### config.mk
export PLATFORM = sky130hd
export DESIGN_NAME = fold_hinge_state_classifier_top_flat
export DESIGN_NICKNAME = d
export VERILOG_FILES = /design/src/rtl/fhsc_pkg.sv /design/src/rtl/fhsc_in_if.sv /design/src/rtl/fhsc_out_if.sv /design/src/rtl/fold_hinge_state_classifier_top.sv /design/src/rtl/fhsc_cfg_regs.sv /design/src/rtl/fhsc_classify.sv /design/src/rtl/fhsc_core.sv /design/src/flat_wrapper.sv
export SDC_FILE = /design/constraint.sdc
export NUM_CORES = 1
export LEC_CHECK = 0
export ABC_AREA = 1
export ABC_CLOCK_PERIOD_IN_PS = 6600
export BUFFER_PORTS_ARGS = -buffer_cell sky130_fd_sc_hd__buf_2
export CAP_MARGIN = 5
export CORE_MARGIN = 2
export CORE_UTILIZATION = 35
export CTS_BUF_LIST = sky130_fd_sc_hd__clkbuf_2 sky130_fd_sc_hd__clkbuf_4 sky130_fd_sc_hd__clkbuf_8
export DETAILED_ROUTE_END_ITERATION = 12
export PLACE_DENSITY = 0.52
export SYNTH_ARGS = -nofsm -noshare
export SYNTH_HDL_FRONTEND = slang
export SYNTH_HIERARCHICAL = 1
export SYNTH_SLANG_ARGS = --single-unit
### constraint.sdc
create_clock -name clk -period 6.6 [get_ports clk]
set_input_delay 0.33 -clock clk [delete_from_list [all_inputs] [get_ports clk]]
set_output_delay 0.33 -clock clk [all_outputs]
set_load 0.02 [all_outputs]
### src/rtl/fhsc_pkg.sv
package fhsc_pkg;

  localparam int ANGLE_BITS = 12;
  localparam int FLOOR_W    = 12;
  localparam int THR_W      = 11;
  localparam int CFG_DATA_W = 12;
  localparam int CFG_IDX_W  = 3;
  // stored angles must hold both an input angle and the floor register
  localparam int ANG_W      = (ANGLE_BITS > FLOOR_W) ? ANGLE_BITS : FLOOR_W;
  // compare domain: room for threshold + band (up to 4094) and sign
  localparam int CMP_W      = ANG_W + 2;

  typedef logic signed [ANG_W-1:0] ang_t;
  typedef logic signed [CMP_W-1:0] cmp_t;

  // op codes
  localparam logic [1:0] OP_ANGLE = 2'd0;
  localparam logic [1:0] OP_HALL  = 2'd1;
  localparam logic [1:0] OP_TENT  = 2'd2;

  // hall codes
  localparam logic signed [1:0] HALL_CLOSED = 2'sd0;
  localparam logic signed [1:0] HALL_OPEN   = 2'sd1;

  // fold states
  localparam logic [1:0] FS_UNKNOWN = 2'd0;
  localparam logic [1:0] FS_EXPAND  = 2'd1;
  localparam logic [1:0] FS_FOLDED  = 2'd2;
  localparam logic [1:0] FS_HALF    = 2'd3;

  // tent modes
  localparam logic [1:0] TENT_OFF   = 2'd0;
  localparam logic [1:0] TENT_ON    = 2'd1;
  localparam logic [1:0] TENT_HOVER = 2'd2;

  // device status
  localparam logic [1:0] ST_UNKNOWN = 2'd0;
  localparam logic [1:0] ST_FOLDED  = 2'd1;
  localparam logic [1:0] ST_TENT    = 2'd2;
  localparam logic [1:0] ST_HOVER   = 2'd3;

  // tent reports
  localparam logic [2:0] RPT_NONE      = 3'd0;
  localparam logic [2:0] RPT_ENTER     = 3'd1;
  localparam logic [2:0] RPT_EXIT      = 3'd2;
  localparam logic [2:0] RPT_ABN_HALL  = 3'd3;
  localparam logic [2:0] RPT_ABN_ANGLE = 3'd4;

  // hover events
  localparam logic [1:0] HOV_NONE   = 2'd0;
  localparam logic [1:0] HOV_TENT   = 2'd1;
  localparam logic [1:0] HOV_HOVER  = 2'd2;
  localparam logic [1:0] HOV_CANCEL = 2'd3;

  // tent exit limits, tenths of a degree
  localparam cmp_t TENT_EXIT_MIN = cmp_t'(50);
  localparam cmp_t TENT_EXIT_MAX = cmp_t'(1750);

  // register indexes
  localparam logic [CFG_IDX_W-1:0] CFG_ANGLE_FLOOR    = 3'd0;
  localparam logic [CFG_IDX_W-1:0] CFG_OPEN_HALF_MIN  = 3'd1;
  localparam logic [CFG_IDX_W-1:0] CFG_CLOSE_HALF_MIN = 3'd2;
  localparam logic [CFG_IDX_W-1:0] CFG_HALF_MAX       = 3'd3;
  localparam logic [CFG_IDX_W-1:0] CFG_HYST_BAND      = 3'd4;
  localparam logic [CFG_IDX_W-1:0] CFG_LARGE_ANGLE    = 3'd5;

  // register reset values
  localparam logic [FLOOR_W-1:0] RST_ANGLE_FLOOR    = 12'd0;
  localparam logic [THR_W-1:0]   RST_OPEN_HALF_MIN  = 11'd250;
  localparam logic [THR_W-1:0]   RST_CLOSE_HALF_MIN = 11'd850;
  localparam logic [THR_W-1:0]   RST_HALF_MAX       = 11'd1550;
  localparam logic [THR_W-1:0]   RST_HYST_BAND      = 11'd100;
  localparam logic [THR_W-1:0]   RST_LARGE_ANGLE    = 11'd500;

  typedef struct packed {
    logic [FLOOR_W-1:0] angle_floor;
    logic [THR_W-1:0]   open_half_min;
    logic [THR_W-1:0]   close_half_min;
    logic [THR_W-1:0]   half_max;
    logic [THR_W-1:0]   hysteresis_band;
    logic [THR_W-1:0]   large_boundary_angle;
  } cfg_t;

  typedef struct packed {
    logic [1:0]            op;
    logic [ANGLE_BITS-1:0] angle;
    logic [1:0]            hall;
    logic [1:0]            tent_type;
  } in_item_t;

  typedef struct packed {
    logic [1:0] fold_state;
    logic [1:0] tent_mode;
    logic [1:0] device_status;
    logic [2:0] tent_report;
    logic [1:0] hover_event;
    logic       hover_hall_closed;
    logic       wake_request;
  } out_item_t;

endpackage

### src/rtl/fhsc_in_if.sv
interface fhsc_in_if;
  logic                                  valid;
  logic                                  ready;
  logic [1:0]                            op;
  logic signed [fhsc_pkg::ANGLE_BITS-1:0] angle;
  logic signed [1:0]                     hall;
  logic [1:0]                            tent_type;

  modport source (output valid, output op, output angle, output hall, output tent_type,
                  input ready);
  modport sink (input valid, input op, input angle, input hall, input tent_type,
                output ready);
endinterface

### src/rtl/fhsc_out_if.sv
interface fhsc_out_if;
  logic       valid;
  logic       ready;
  logic [1:0] fold_state;
  logic [1:0] tent_mode;
  logic [1:0] device_status;
  logic [2:0] tent_report;
  logic [1:0] hover_event;
  logic       hover_hall_closed;
  logic       wake_request;

  modport source (output valid, output fold_state, output tent_mode, output device_status,
                  output tent_report, output hover_event, output hover_hall_closed,
                  output wake_request, input ready);
  modport sink (input valid, input fold_state, input tent_mode, input device_status,
                input tent_report, input hover_event, input hover_hall_closed,
                input wake_request, output ready);
endinterface

### src/rtl/fold_hinge_state_classifier_top.sv
// Fold hinge state classifier. Takes angle, hall and tent events on in_if and returns
// exactly one result beat per event on out_if, carrying the fold state, tent mode and
// device status after the event plus any tent/hover events it raised. One event is
// accepted every cycle while out_if is ready; it passes the input register, then the
// result register. The rate is set by the state loop: each event's classification
// and state update go through the comparator logic combinationally so the next event
// sees it. Registers on the cfg_ port may be written only while no event is in flight.
module fold_hinge_state_classifier_top (
  input  logic                           clk,
  input  logic                           rst_n,
  fhsc_in_if.sink                        in_if,
  fhsc_out_if.source                     out_if,
  input  logic                           cfg_we,
  input  logic [fhsc_pkg::CFG_IDX_W-1:0]  cfg_idx,
  input  logic [fhsc_pkg::CFG_DATA_W-1:0] cfg_wdata
);

  fhsc_pkg::cfg_t      cfg;
  logic                in_valid_r, in_valid_nxt;
  fhsc_pkg::in_item_t  in_item_r;
  logic                out_valid_r, out_valid_nxt;
  fhsc_pkg::out_item_t out_item_r;
  fhsc_pkg::out_item_t result;
  logic                advance;
  logic                fire;
  logic                in_beat;

  fhsc_cfg_regs u_cfg (
    .clk   (clk),
    .rst_n (rst_n),
    .we    (cfg_we),
    .idx   (cfg_idx),
    .wdata (cfg_wdata),
    .cfg   (cfg)
  );

  assign advance     = !out_valid_r || out_if.ready;
  assign fire        = in_valid_r && advance;
  assign in_if.ready = !in_valid_r || advance;
  assign in_beat     = in_if.valid && in_if.ready;

  fhsc_core u_core (
    .clk    (clk),
    .rst_n  (rst_n),
    .cfg    (cfg),
    .fire   (fire),
    .item   (in_item_r),
    .result (result)
  );

  always_comb begin
    in_valid_nxt = in_valid_r;
    if (in_beat)
      in_valid_nxt = 1'b1;
    else if (fire)
      in_valid_nxt = 1'b0;
    out_valid_nxt = out_valid_r;
    if (fire)
      out_valid_nxt = 1'b1;
    else if (out_if.ready)
      out_valid_nxt = 1'b0;
  end

  always_ff @(posedge clk) begin
    if (!rst_n) begin
      in_valid_r  <= 1'b0;
      out_valid_r <= 1'b0;
    end else begin
      in_valid_r  <= in_valid_nxt;
      out_valid_r <= out_valid_nxt;
    end
  end

  always_ff @(posedge clk) begin
    if (in_beat) begin
      in_item_r.op        <= in_if.op;
      in_item_r.angle     <= in_if.angle;
      in_item_r.hall      <= in_if.hall;
      in_item_r.tent_type <= in_if.tent_type;
    end
    if (fire)
      out_item_r <= result;
  end

  assign out_if.valid             = out_valid_r;
  assign out_if.fold_state        = out_item_r.fold_state;
  assign out_if.tent_mode         = out_item_r.tent_mode;
  assign out_if.device_status     = out_item_r.device_status;
  assign out_if.tent_report       = out_item_r.tent_report;
  assign out_if.hover_event       = out_item_r.hover_event;
  assign out_if.hover_hall_closed = out_item_r.hover_hall_closed;
  assign out_if.wake_request      = out_item_r.wake_request;

  a_beat_lands: assert property (@(posedge clk) disable iff (!rst_n)
    in_beat |=> in_valid_r)
    else $error("accepted beat lost from input register");

  a_wake_cancel: assert property (@(posedge clk) disable iff (!rst_n)
    (out_valid_r && out_item_r.wake_request) |->
      (out_item_r.hover_event == fhsc_pkg::HOV_CANCEL &&
       (out_item_r.tent_report == fhsc_pkg::RPT_ABN_HALL ||
        out_item_r.tent_report == fhsc_pkg::RPT_ABN_ANGLE)))
    else $error("wake request without abnormal tent exit");

  a_out_hold: assert property (@(posedge clk) disable iff (!rst_n)
    (out_valid_r && !out_if.ready) |=> (out_valid_r && $stable(out_item_r)))
    else $error("result beat changed while stalled");

endmodule

### src/rtl/fhsc_cfg_regs.sv
module fhsc_cfg_regs (
  input  logic                           clk,
  input  logic                           rst_n,
  input  logic                           we,
  input  logic [fhsc_pkg::CFG_IDX_W-1:0]  idx,
  input  logic [fhsc_pkg::CFG_DATA_W-1:0] wdata,
  output fhsc_pkg::cfg_t                 cfg
);

  fhsc_pkg::cfg_t cfg_r;
  fhsc_pkg::cfg_t cfg_nxt;

  always_comb begin
    cfg_nxt = cfg_r;
    if (we) begin
      case (idx)
        fhsc_pkg::CFG_ANGLE_FLOOR:    cfg_nxt.angle_floor = wdata[fhsc_pkg::FLOOR_W-1:0];
        fhsc_pkg::CFG_OPEN_HALF_MIN:  cfg_nxt.open_half_min = wdata[fhsc_pkg::THR_W-1:0];
        fhsc_pkg::CFG_CLOSE_HALF_MIN: cfg_nxt.close_half_min = wdata[fhsc_pkg::THR_W-1:0];
        fhsc_pkg::CFG_HALF_MAX:       cfg_nxt.half_max = wdata[fhsc_pkg::THR_W-1:0];
        fhsc_pkg::CFG_HYST_BAND:      cfg_nxt.hysteresis_band = wdata[fhsc_pkg::THR_W-1:0];
        fhsc_pkg::CFG_LARGE_ANGLE:    cfg_nxt.large_boundary_angle =
                                        wdata[fhsc_pkg::THR_W-1:0];
        default: ;
      endcase
    end
  end

  always_ff @(posedge clk) begin
    if (!rst_n) begin
      cfg_r.angle_floor          <= fhsc_pkg::RST_ANGLE_FLOOR;
      cfg_r.open_half_min        <= fhsc_pkg::RST_OPEN_HALF_MIN;
      cfg_r.close_half_min       <= fhsc_pkg::RST_CLOSE_HALF_MIN;
      cfg_r.half_max             <= fhsc_pkg::RST_HALF_MAX;
      cfg_r.hysteresis_band      <= fhsc_pkg::RST_HYST_BAND;
      cfg_r.large_boundary_angle <= fhsc_pkg::RST_LARGE_ANGLE;
    end else begin
      cfg_r <= cfg_nxt;
    end
  end

  assign cfg = cfg_r;

endmodule

### src/rtl/fhsc_classify.sv
module fhsc_classify (
  input  fhsc_pkg::cfg_t    cfg,
  input  fhsc_pkg::cmp_t    a,
  input  logic signed [1:0] hall,
  input  logic [1:0]        cur,
  input  logic              mode_cur,
  output logic [1:0]        st,
  output logic              mode_nxt
);

  fhsc_pkg::cmp_t floor_c;
  fhsc_pkg::cmp_t open_min_c;
  fhsc_pkg::cmp_t close_min_c;
  fhsc_pkg::cmp_t half_max_c;
  fhsc_pkg::cmp_t band_c;
  fhsc_pkg::cmp_t large_c;
  logic           closed;
  logic           open;
  logic [1:0]     hold;

  always_comb begin
    floor_c     = fhsc_pkg::cmp_t'($signed(cfg.angle_floor));
    open_min_c  = fhsc_pkg::cmp_t'(cfg.open_half_min);
    close_min_c = fhsc_pkg::cmp_t'(cfg.close_half_min);
    half_max_c  = fhsc_pkg::cmp_t'(cfg.half_max);
    band_c      = fhsc_pkg::cmp_t'(cfg.hysteresis_band);
    large_c     = fhsc_pkg::cmp_t'(cfg.large_boundary_angle);
    closed      = (hall == fhsc_pkg::HALL_CLOSED);
    open        = (hall == fhsc_pkg::HALL_OPEN);
    hold        = (cur == fhsc_pkg::FS_UNKNOWN) ? fhsc_pkg::FS_HALF : cur;

    // boundary mode moves even when the angle is under the floor
    if (closed)
      mode_nxt = 1'b0;
    else if (a >= large_c)
      mode_nxt = 1'b1;
    else
      mode_nxt = mode_cur;

    if (a < floor_c)
      st = cur;
    else if (!mode_nxt) begin
      if (a <= open_min_c && closed)
        st = fhsc_pkg::FS_FOLDED;
      else if (a >= open_min_c + band_c && closed)
        st = fhsc_pkg::FS_HALF;
      else if (a <= half_max_c - band_c && open)
        st = fhsc_pkg::FS_HALF;
      else if (a >= half_max_c)
        st = fhsc_pkg::FS_EXPAND;
      else
        st = hold;
    end else begin
      if (open && a == open_min_c)
        st = cur;
      else if (a <= close_min_c)
        st = fhsc_pkg::FS_FOLDED;
      else if (a <= half_max_c - band_c && a > close_min_c + band_c)
        st = fhsc_pkg::FS_HALF;
      else if (a >= half_max_c)
        st = fhsc_pkg::FS_EXPAND;
      else
        st = hold;
    end
  end

endmodule

### src/rtl/fhsc_core.sv
module fhsc_core (
  input  logic                clk,
  input  logic                rst_n,
  input  fhsc_pkg::cfg_t      cfg,
  input  logic                fire,
  input  fhsc_pkg::in_item_t  item,
  output fhsc_pkg::out_item_t result
);

  logic [1:0]     fold_status_r, fold_status_nxt;
  logic           large_mode_r, large_mode_nxt;
  fhsc_pkg::ang_t last_angle_r, last_angle_nxt;
  logic           last_hall_r, last_hall_nxt;
  logic [1:0]     tent_state_r, tent_state_nxt;
  logic [1:0]     status_code_r, status_code_nxt;

  logic signed [1:0]              hall;
  logic signed [fhsc_pkg::ANGLE_BITS-1:0] angle;
  fhsc_pkg::ang_t                 floor_a;
  fhsc_pkg::cmp_t                 a_cmp;
  fhsc_pkg::cmp_t                 cls_a;
  logic signed [1:0]              cls_hall;
  logic [1:0]                     cls_st;
  logic                           cls_mode;
  logic                           req_ok;

  assign hall    = $signed(item.hall);
  assign angle   = $signed(item.angle);
  assign floor_a = fhsc_pkg::ang_t'($signed(cfg.angle_floor));
  assign a_cmp   = fhsc_pkg::cmp_t'(angle);

  // tent-off: stored angle, or floor if closed; stored hall if <0
  always_comb begin
    if (item.op == fhsc_pkg::OP_TENT) begin
      cls_a    = (hall == fhsc_pkg::HALL_CLOSED) ? fhsc_pkg::cmp_t'(floor_a)
                                                 : fhsc_pkg::cmp_t'(last_angle_r);
      cls_hall = hall[1] ? $signed({1'b0, last_hall_r}) : hall;
    end else begin
      cls_a    = a_cmp;
      cls_hall = hall;
    end
  end

  fhsc_classify u_classify (
    .cfg      (cfg),
    .a        (cls_a),
    .hall     (cls_hall),
    .cur      (fold_status_r),
    .mode_cur (large_mode_r),
    .st       (cls_st),
    .mode_nxt (cls_mode)
  );

  always_comb begin
    fold_status_nxt = fold_status_r;
    large_mode_nxt  = large_mode_r;
    last_angle_nxt  = last_angle_r;
    last_hall_nxt   = last_hall_r;
    tent_state_nxt  = tent_state_r;
    status_code_nxt = status_code_r;
    result.tent_report       = fhsc_pkg::RPT_NONE;
    result.hover_event       = fhsc_pkg::HOV_NONE;
    result.hover_hall_closed = 1'b0;
    result.wake_request      = 1'b0;
    req_ok = (item.tent_type == fhsc_pkg::TENT_OFF) || (item.tent_type == fhsc_pkg::TENT_ON)
          || (item.tent_type == fhsc_pkg::TENT_HOVER);

    case (item.op)
      fhsc_pkg::OP_ANGLE, fhsc_pkg::OP_HALL: begin
        if (item.op == fhsc_pkg::OP_ANGLE)
          last_angle_nxt = fhsc_pkg::ang_t'(angle);
        else
          last_hall_nxt = (hall != fhsc_pkg::HALL_CLOSED);
        if (tent_state_r != fhsc_pkg::TENT_OFF) begin
          if (hall == fhsc_pkg::HALL_CLOSED || a_cmp < fhsc_pkg::TENT_EXIT_MIN
              || a_cmp > fhsc_pkg::TENT_EXIT_MAX) begin
            result.tent_report = (hall == fhsc_pkg::HALL_CLOSED) ? fhsc_pkg::RPT_ABN_HALL
                                                                 : fhsc_pkg::RPT_ABN_ANGLE;
            fold_status_nxt = cls_st;
            large_mode_nxt  = cls_mode;
            tent_state_nxt  = fhsc_pkg::TENT_OFF;
            status_code_nxt = (cls_st == fhsc_pkg::FS_FOLDED) ? fhsc_pkg::ST_FOLDED
                                                              : fhsc_pkg::ST_UNKNOWN;
            result.hover_event       = fhsc_pkg::HOV_CANCEL;
            result.hover_hall_closed = (hall != fhsc_pkg::HALL_OPEN);
            result.wake_request      = 1'b1;
          end
        end else begin
          fold_status_nxt = cls_st;
          large_mode_nxt  = cls_mode;
        end
      end
      fhsc_pkg::OP_TENT: begin
        if (req_ok && item.tent_type != tent_state_r) begin
          tent_state_nxt = item.tent_type;
          if (item.tent_type != fhsc_pkg::TENT_OFF) begin
            result.tent_report = fhsc_pkg::RPT_ENTER;
            fold_status_nxt    = fhsc_pkg::FS_FOLDED;
            if (item.tent_type == fhsc_pkg::TENT_ON) begin
              status_code_nxt    = fhsc_pkg::ST_TENT;
              result.hover_event = fhsc_pkg::HOV_TENT;
            end else begin
              status_code_nxt    = fhsc_pkg::ST_HOVER;
              result.hover_event = fhsc_pkg::HOV_HOVER;
            end
          end else begin
            if (hall == fhsc_pkg::HALL_CLOSED)
              last_angle_nxt = floor_a;
            fold_status_nxt = cls_st;
            large_mode_nxt  = cls_mode;
            status_code_nxt = (cls_st == fhsc_pkg::FS_FOLDED) ? fhsc_pkg::ST_FOLDED
                                                              : fhsc_pkg::ST_UNKNOWN;
            result.tent_report       = fhsc_pkg::RPT_EXIT;
            result.hover_event       = fhsc_pkg::HOV_CANCEL;
            result.hover_hall_closed = (hall != fhsc_pkg::HALL_OPEN);
          end
        end
      end
      default: ;
    endcase

    result.fold_state    = fold_status_nxt;
    result.tent_mode     = tent_state_nxt;
    result.device_status = status_code_nxt;
  end

  always_ff @(posedge clk) begin
    if (!rst_n) begin
      fold_status_r <= fhsc_pkg::FS_UNKNOWN;
      large_mode_r  <= 1'b0;
      last_angle_r  <= fhsc_pkg::ang_t'($signed(fhsc_pkg::RST_ANGLE_FLOOR));
      last_hall_r   <= 1'b1;
      tent_state_r  <= fhsc_pkg::TENT_OFF;
      status_code_r <= fhsc_pkg::ST_UNKNOWN;
    end else if (fire) begin
      fold_status_r <= fold_status_nxt;
      large_mode_r  <= large_mode_nxt;
      last_angle_r  <= last_angle_nxt;
      last_hall_r   <= last_hall_nxt;
      tent_state_r  <= tent_state_nxt;
      status_code_r <= status_code_nxt;
    end
  end

  // entering tent forces folded, and nothing but an exit changes it
  a_tent_folded: assert property (@(posedge clk) disable iff (!rst_n)
    (tent_state_r != fhsc_pkg::TENT_OFF) |-> (fold_status_r == fhsc_pkg::FS_FOLDED))
    else $error("tent mode active without folded state");

  a_tent_status: assert property (@(posedge clk) disable iff (!rst_n)
    ((tent_state_r == fhsc_pkg::TENT_ON) |-> (status_code_r == fhsc_pkg::ST_TENT)) and
    ((tent_state_r == fhsc_pkg::TENT_HOVER) |-> (status_code_r == fhsc_pkg::ST_HOVER)))
    else $error("device status does not match tent mode");

  a_off_status: assert property (@(posedge clk) disable iff (!rst_n)
    (tent_state_r == fhsc_pkg::TENT_OFF) |->
      (status_code_r == fhsc_pkg::ST_UNKNOWN || status_code_r == fhsc_pkg::ST_FOLDED))
    else $error("tent status left behind after tent exit");

endmodule

### src/flat_wrapper.sv
// flat-port wrapper written by rule: the top's interface ports become plain ports
module fold_hinge_state_classifier_top_flat 
  (clk, rst_n, cfg_we, cfg_idx, cfg_wdata, in_if_valid, in_if_op, in_if_angle, in_if_hall, in_if_tent_type, in_if_ready, out_if_valid, out_if_fold_state, out_if_tent_mode, out_if_device_status, out_if_tent_report, out_if_hover_event, out_if_hover_hall_closed, out_if_wake_request, out_if_ready);
  fhsc_in_if in_if_i ();
  fhsc_out_if out_if_i ();
  input  logic clk;
  input  logic rst_n;
  input  logic cfg_we;
  input  logic [fhsc_pkg::CFG_IDX_W-1:0] cfg_idx;
  input  logic [fhsc_pkg::CFG_DATA_W-1:0] cfg_wdata;
  input wire logic [$bits(in_if_i.valid)-1:0] in_if_valid;
  input wire logic [$bits(in_if_i.op)-1:0] in_if_op;
  input wire logic [$bits(in_if_i.angle)-1:0] in_if_angle;
  input wire logic [$bits(in_if_i.hall)-1:0] in_if_hall;
  input wire logic [$bits(in_if_i.tent_type)-1:0] in_if_tent_type;
  output wire logic [$bits(in_if_i.ready)-1:0] in_if_ready;
  output wire logic [$bits(out_if_i.valid)-1:0] out_if_valid;
  output wire logic [$bits(out_if_i.fold_state)-1:0] out_if_fold_state;
  output wire logic [$bits(out_if_i.tent_mode)-1:0] out_if_tent_mode;
  output wire logic [$bits(out_if_i.device_status)-1:0] out_if_device_status;
  output wire logic [$bits(out_if_i.tent_report)-1:0] out_if_tent_report;
  output wire logic [$bits(out_if_i.hover_event)-1:0] out_if_hover_event;
  output wire logic [$bits(out_if_i.hover_hall_closed)-1:0] out_if_hover_hall_closed;
  output wire logic [$bits(out_if_i.wake_request)-1:0] out_if_wake_request;
  input wire logic [$bits(out_if_i.ready)-1:0] out_if_ready;
  assign in_if_i.valid = in_if_valid;
  assign in_if_i.op = in_if_op;
  assign in_if_i.angle = in_if_angle;
  assign in_if_i.hall = in_if_hall;
  assign in_if_i.tent_type = in_if_tent_type;
  assign in_if_ready = in_if_i.ready;
  assign out_if_valid = out_if_i.valid;
  assign out_if_fold_state = out_if_i.fold_state;
  assign out_if_tent_mode = out_if_i.tent_mode;
  assign out_if_device_status = out_if_i.device_status;
  assign out_if_tent_report = out_if_i.tent_report;
  assign out_if_hover_event = out_if_i.hover_event;
  assign out_if_hover_hall_closed = out_if_i.hover_hall_closed;
  assign out_if_wake_request = out_if_i.wake_request;
  assign out_if_i.ready = out_if_ready;
  fold_hinge_state_classifier_top u_core (.clk(clk), .rst_n(rst_n), .in_if(in_if_i), .out_if(out_if_i), .cfg_we(cfg_we), .cfg_idx(cfg_idx), .cfg_wdata(cfg_wdata));
endmodule
Word level (Yosys, flattened, before mapping)
Index checks and enable logic that the tools add are counted.

Mux-type cells: 54. Bitwise logic cells: 1. Add/sub/neg operators: 3. Reduce and logical (&&, ||, !) cells: 39. Magnitude comparators: 10. Eq/ne operators: 19.

Operators with widths (number): two-way mux 12 bit (4); two-way mux 2 bit (23); greater-or-equal comparator 14 x 12 -> 1 bit (2); less-or-equal comparator 14 x 12 -> 1 bit (2); two-way mux 14 bit (2); adder 11 x 11 -> 12 bit (2); one-hot mux 12 bit (2 select lines) (1); equality test 14 x 12 -> 1 bit (1); greater-or-equal comparator 14 bit (1); greater-than comparator 14 bit (1); less-or-equal comparator 14 bit (1); < comparator 14 x 12 -> 1 bit (1); two-way mux 1 bit (14); two-way mux 7 bit (2); AND reduction 2 bit (7); greater-than comparator 12 bit, second input constant (1); < comparator 12 x 7 -> 1 bit, second input constant (1); one-hot mux 2 bit (2 select lines) (3); one-hot mux 6 bit (2 select lines) (1); nonzero test 2 bit (6); subtractor 11 x 11 -> 12 bit (1); zero test 2 bit (5); equality test 2 bit, second input constant (4); logical AND 1 bit (8); 20 further kinds (32).

Bits of input ports: 38. Bits in registers: 120. Logic and storage cells: 151.

Logic depth before layout (Yosys ltp)
Word-level depth: 15. Mapped depth: 32. Gate-level depth less buffers: 32.

Hierarchy
Netlist, hierarchy kept.

By module, submodules not included: fhsc_classify (area each 3961.3 um^2, instances 1, cells each 621); fhsc_cfg_regs (area each 2595.0 um^2, instances 1, cells each 369); fhsc_core (area each 1731.7 um^2, instances 1, cells each 283); fold_hinge_state_classifier_top (area each 1026.0 um^2, instances 1, cells each 44).

Worst setup path before layout
Ideal clock, no wire load.

Path kind: register to register. Start: register u_core/in_item_r[17] (netlist bit). End: register u_core.u_core.fold_status_r[1]. Slack: 2242 ps. Stages on the path, launching flop included: 27. Path buffers: 1. Data required time: 6490 ps. Arrival: 4247 ps. Path through: edfxtp_1 -> inv_4 -> nor2_8 -> buf_4 -> o21ai_0 -> o21ai_0 -> ha_1 -> nand2_1 -> inv_1 -> nand2_1 -> nand2_1 -> a21oi_1 -> nand2_1 -> nand2_1 -> nand3_1 -> nand2_1 -> nand3_1 -> nand2_1 -> nand2_1 -> nand2_1 -> nand2_1 -> nor3_1 -> o22ai_1 -> o21ai_0 -> nand3_1 -> nand2_1 -> inv_1.

Longest elaborated chain between the ends: 12. Elaborated cells on any way between the ends: 38.

Ends and longest elaborated chain: from (decl) (RTL line fold_hinge_state_classifier_top.sv:20) `fhsc_pkg::in_item_t in_item_r;`; equality test 2 bit * (RTL line fhsc_core.sv:34) `if (item.op == fhsc_pkg::OP_TENT) begin`; two-way mux 14 bit * (RTL line fhsc_core.sv:34); net u_core.u_core.cls_a[11] (RTL line fhsc_core.sv:21) `fhsc_pkg::cmp_t cls_a;`; greater-or-equal comparator 14 x 12 -> 1 bit (tied with other cells) (RTL line fhsc_classify.sv:49, fhsc_classify.sv:60); two-way mux 2 bit (tied with other cells) (RTL line fhsc_classify.sv:49, fhsc_classify.sv:60); two-way mux 2 bit, on equally long branches (RTL line fhsc_classify.sv:47, fhsc_classify.sv:58); two-way mux 2 bit, on equally long branches (RTL line fhsc_classify.sv:45, fhsc_classify.sv:56); two-way mux 2 bit, on equally long branches (RTL line fhsc_classify.sv:43, fhsc_classify.sv:54); two-way mux 2 bit (RTL line fhsc_classify.sv:42) `else if (!mode_nxt) begin`; two-way mux 2 bit * (RTL line fhsc_classify.sv:40) `if (a < floor_c)`; net u_core.u_core.cls_st[1] (RTL line fhsc_core.sv:23) `logic [1:0] cls_st;`; two-way mux 2 bit, on equally long branches (RTL line fhsc_core.sv:96, fhsc_core.sv:75); two-way mux 2 bit, on equally long branches (RTL line fhsc_core.sv:94, fhsc_core.sv:74); one-hot mux 2 bit (2 select lines) * (RTL line fhsc_core.sv:68) `case (item.op)`; to (signal assigned) (RTL line fhsc_core.sv:129) `fold_status_r <= fhsc_pkg::FS_UNKNOWN;`; to (signal assigned) (RTL line fhsc_core.sv:136) `fold_status_r <= fold_status_nxt;`; to (decl) (RTL line fhsc_core.sv:10) `logic [1:0] fold_status_r, fold_status_nxt;`.

Mark *: on every way through the listed nets, which the timed path passes. The rest lies on a longest branch. A chain may end at the register's enable or synchronous reset.

==> flow_metrics.env <==
export IMPL_outcome="finished clean"
export IMPL_pwr_share_seq_pct=40.5
export IMPL_rows=59
export IMPL_synth_nets=1486
export IMPL_r2r_end="u_core/out_if.fold_state[1]"
export IMPL_antenna_left=0
export IMPL_async_reset_ff_share_pct=0
export IMPL_setup_ws_ns=2.43
export IMPL_slowest_delay_ns=0.56
export IMPL_ff2ff_path_depth=22
export IMPL_yosysUniqueCellTypes=47
export IMPL_area_growth_syn_to_layout_pct=10.7
export IMPL_cts_hold_buf=0
export IMPL_placed_cells=1688
export IMPL_dr_first_iter_drc_count=584
export IMPL_hold_violations=0
export IMPL_regArea_sq_um=2710
export IMPL_cap_violations=0
export IMPL_path_delay_family="simple AND/OR/NAND/NOR gates"
export IMPL_multi_input_area_sq_um=5730
export IMPL_htree_levels=4
export IMPL_ff2ff_setup_slack_ns=2.43
export IMPL_yosys_area_share_simple_pct=29.8
export IMPL_cp_start_kind="flip-flop"
export IMPL_hold_end="u_core/in_item_r[1]"
export IMPL_crit_buf_inv=3
export IMPL_path_cells="inv_4, nor2_8, inv_2, nand2_1, o21ai_0, buf_4, ha_1, nand2_1, nor3_1, nand2_1, nand2_1, a21oi_2, nand2_1, nand3_1, nand2_1, nand2_1, nand2_1, nand2_1, nor3_1, o22ai_1, o21ai_0, nand2_1"
export IMPL_utilization_pct=39.6
export IMPL_num_antenna_cells=0
export IMPL_clock_sinks=120
export IMPL_vias_per_cell=4.94
export IMPL_required_ns=6.78
export IMPL_nets=1541
export IMPL_hpwl_microns=20600
export IMPL_grt_max_degree=70
export IMPL_setup_viol=0
export IMPL_rsz0062_at_grt="false"
export IMPL_stdcell_count=1720
export IMPL_drt_first_pass_iters=5
export IMPL_nFillCells=2811
export IMPL_slew_violations=0
export IMPL_synth_ff_type="dfxtp_1"
export IMPL_cp_max_fo=33
export IMPL_crit_top_cell="nand2_1"
export IMPL_die_y_microns=167
export IMPL_synth_warnings=6
export IMPL_power_switching_mw=0.699
export IMPL_final_setup_tns_ns=0
export IMPL_max_clock_path_buffers=2
export IMPL_ys_seq_elements=120
export IMPL_ios=53
export IMPL_ctsResizeCount=0
export IMPL_pwr_density_cell_nw_per_um2=195
export IMPL_synth_top_family_by_area="simple AND/OR/NAND/NOR gates"
export IMPL_first_global_vias=7961
export IMPL_fin_area_sq_um=10300
export IMPL_post_route_drc_count=0
export IMPL_tightestPinTransition_ns=1.03
export IMPL_antenna_found_initial=0
export IMPL_synth_mux_area_share_pct=0.121
export IMPL_synth_compound_area_share_pct=11.2
export IMPL_seq_area_frac_synth_pct=29.1
export IMPL_ir_drop_mv=0.111
export IMPL_drive_gt1_share_pct=11.5
export IMPL_period_minus_slack_ns=4.17
export IMPL_p_comb_share_pct=25.1
export IMPL_clk_pin_slew_ns=0.08
export IMPL_worstHoldPathCells=1
export IMPL_routedWlPerCell_microns=15.5
export IMPL_syn_inst=1317
export IMPL_slowest_stage="edfxtp_1"
export IMPL_dpl_cell_area_sq_um=9920
export IMPL_p_leak_nw=5.14
export IMPL_synth_edff_count=31
export IMPL_die_w_microns=167
export IMPL_swShare_pct=34.7
export IMPL_max_freq_mhz=240
export IMPL_cts_buffers=17
export IMPL_min_delay_start="in_if_tent_type[1]"
export IMPL_place_ws_ns=2.50
export IMPL_cts_setup_buffers=0
export IMPL_worstPathArrival_ns=4.35
export IMPL_skew_ns=0.0192
export IMPL_vias=8499
export IMPL_portBuffers=52
export IMPL_clk_latency_ns=0.45
export IMPL_hold_class="in -> reg"
export IMPL_start_util_pct=35.7
export IMPL_routed_wirelength_microns=26600
export IMPL_synth_adder_area_share_pct=17.8
export IMPL_routabilityCongestion=0.870
export IMPL_clockRootBuffer="clkbuf_8"
export IMPL_cts_tree="built"
export IMPL_p_int_mw=1.32
export IMPL_r2r_start="u_core/in_item_r[17]"
export IMPL_synthXorXnorAreaFrac_pct=2.54
export IMPL_slew_headroom_pct=31.3
export IMPL_finalCritPeriodShare_pct=63.1
export IMPL_crit_start="u_core/in_item_r[17]"
export IMPL_grt_pass1_wl_microns=42600
export IMPL_coreArea_sq_um=26100
export IMPL_p_clk_share_pct=34.4
export IMPL_synth_cell_area_sq_um=9310
export IMPL_worstSetupEndpointType="flip-flop"
export IMPL_grt_overflow=0
export IMPL_dieArea_sq_um=27900
export IMPL_synth_area_per_cell_sq_um=7.07
export IMPL_path_class="reg -> reg"
export IMPL_grt_usage_pct=19.3
kinds of logic (layout without fill, tap and decap cells):
logic type | count (synthesis) | in the layout
AOI/OAI and AO/OA | 181 | 181
adders and majority gates | 131 | 131
xor gates and xnor gates | 27 | 27
DFF | 120 | 120
and+or+nand+nor | 646 | 646
muxes | 1 | 1
buffers and inverters | 211 | 279
worst max-delay path by stage:
stage	to	cells after the start
after global placement	u_core/out_if.fold_state[1]	22
final	u_core/out_if.fold_state[1]	22
after CTS	u_core/out_if.fold_state[1]	24
after floorplan	u_core/u_core/fold_status_r[1]	26
after detailed placement	u_core/out_if.fold_state[1]	22
after global routing	u_core/u_core/status_code_r[0]	27
layout make-up:
class,instances,area share (%)
multi-input cells,986,55.6
well taps,335,4.06
flip-flops and latches,120,26.3
repair buffers,67,3.61
clock buffers,18,2.40
inverters,180,6.65
clock inverters,14,1.42
state kept, by name, summed over array words and instances (netlist names), 3 cells and up:
name and flops:
u_core/u_cfg/cfg 67, u_core/in_item_r 18, u_core/u_core/last_angle_r 12, u_core/out_if.tent_report 3
metrics by stage:
stage	total power, mW	hold WS [ns]
after global routing	2.15	0.0135
after CTS	2.04	0.0201
final	2.01	0.0580
after floorplan	1.19	0.429
after detailed placement	1.34	0.445
after global placement	1.33	0.444
routing by layer:
layer | wire length (microns) | part of all wire, % | GRT usage, % | vias to the layer above
met5 | 0 | 0 | 0 | -
met4 | 304 | 1.1 | 4.16 | 0
met3 | 1060 | 4.0 | 3.57 | 19
met2 | 11900 | 45 | 31.2 | 162
met1 | 13300 | 50 | 26.9 | 3906
li1 | - | - | - | 4412
cell usage in the layout (no fill, tap or decap), types with 4 or more instances in the layout:
| master | n |
|---|---|
| inv_1 | 169 |
| buf_4 | 15 |
| inv_6 | 4 |
| dfxtp_1 | 89 |
| inv_2 | 7 |
| nand2_2 | 13 |
| inv_4 | 4 |
| nand3_1 | 118 |
| clkbuf_8 | 18 |
| nand2_1 | 313 |
| buf_2 | 52 |
| nor3_1 | 11 |
| nand4_1 | 10 |
| xor2_1 | 18 |
| o211ai_1 | 6 |
| xnor2_1 | 9 |
| edfxtp_1 | 31 |
| o21bai_1 | 5 |
| a21o_1 | 6 |
| o21ai_1 | 8 |
| a21oi_2 | 14 |
| o21ai_0 | 50 |
| a21oi_1 | 78 |
| nor2_2 | 5 |
| clkinv_2 | 4 |
| nor2_1 | 158 |
| ha_1 | 128 |
| nand2_4 | 5 |
power groups by stage:
stage,combinational (mW),sequential [mW],clock [mW]
2_1_floorplan,0.359,0.830,0
3_3_place_gp,0.497,0.834,0
3_5_place_dp,0.501,0.834,0
4_1_cts,0.505,0.817,0.713
5_1_grt,0.582,0.821,0.748
6_report,0.505,0.817,0.693
worst reg2reg max path: stages (launching register included):
cell      delay, ns
edfxtp_1       0.56
inv_4          0.13
nor2_8         0.41
inv_2          0.27
nand2_1        0.18
o21ai_0        0.10
buf_4          0.20
ha_1           0.32
nand2_1        0.08
nor3_1         0.54
nand2_1        0.11
nand2_1        0.09
a21oi_2        0.03
nand2_1        0.07
nand3_1        0.08
nand2_1        0.07
nand2_1        0.05
nand2_1        0.05
nand2_1        0.08
nor3_1         0.21
o22ai_1        0.09
o21ai_0        0.13
nand2_1        0.08
cells in the mapped netlist (3+ instances only):
master	number	area, sq um
nand3_2	3	30.0
a211oi_1	3	22.5
nor2_1	158	593
nand2_1	313	1170
nand4_1	10	62.6
fa_1	3	60.1
xnor2_1	9	78.8
inv_4	4	25.0
buf_4	7	52.6
nor3_2	3	30.0
xor2_1	18	158
o21ai_1	6	30.0
o21ai_0	52	260
ha_1	128	1600
nor3_1	11	55.1
nand2_4	5	56.3
a21o_1	6	45.0
clkbuf_1	7	26.3
o22ai_1	3	18.8
inv_1	169	634
nand2_2	13	81.3
a21oi_1	79	395
buf_2	12	60.1
nand3_1	118	591
o21bai_1	5	37.5
inv_2	7	26.3
edfxtp_1	31	931
nor2_2	5	31.3
a21oi_2	13	114
o211ai_1	6	45.0
dfxtp_1	89	1780
Power figures use the tool's default switching activity.
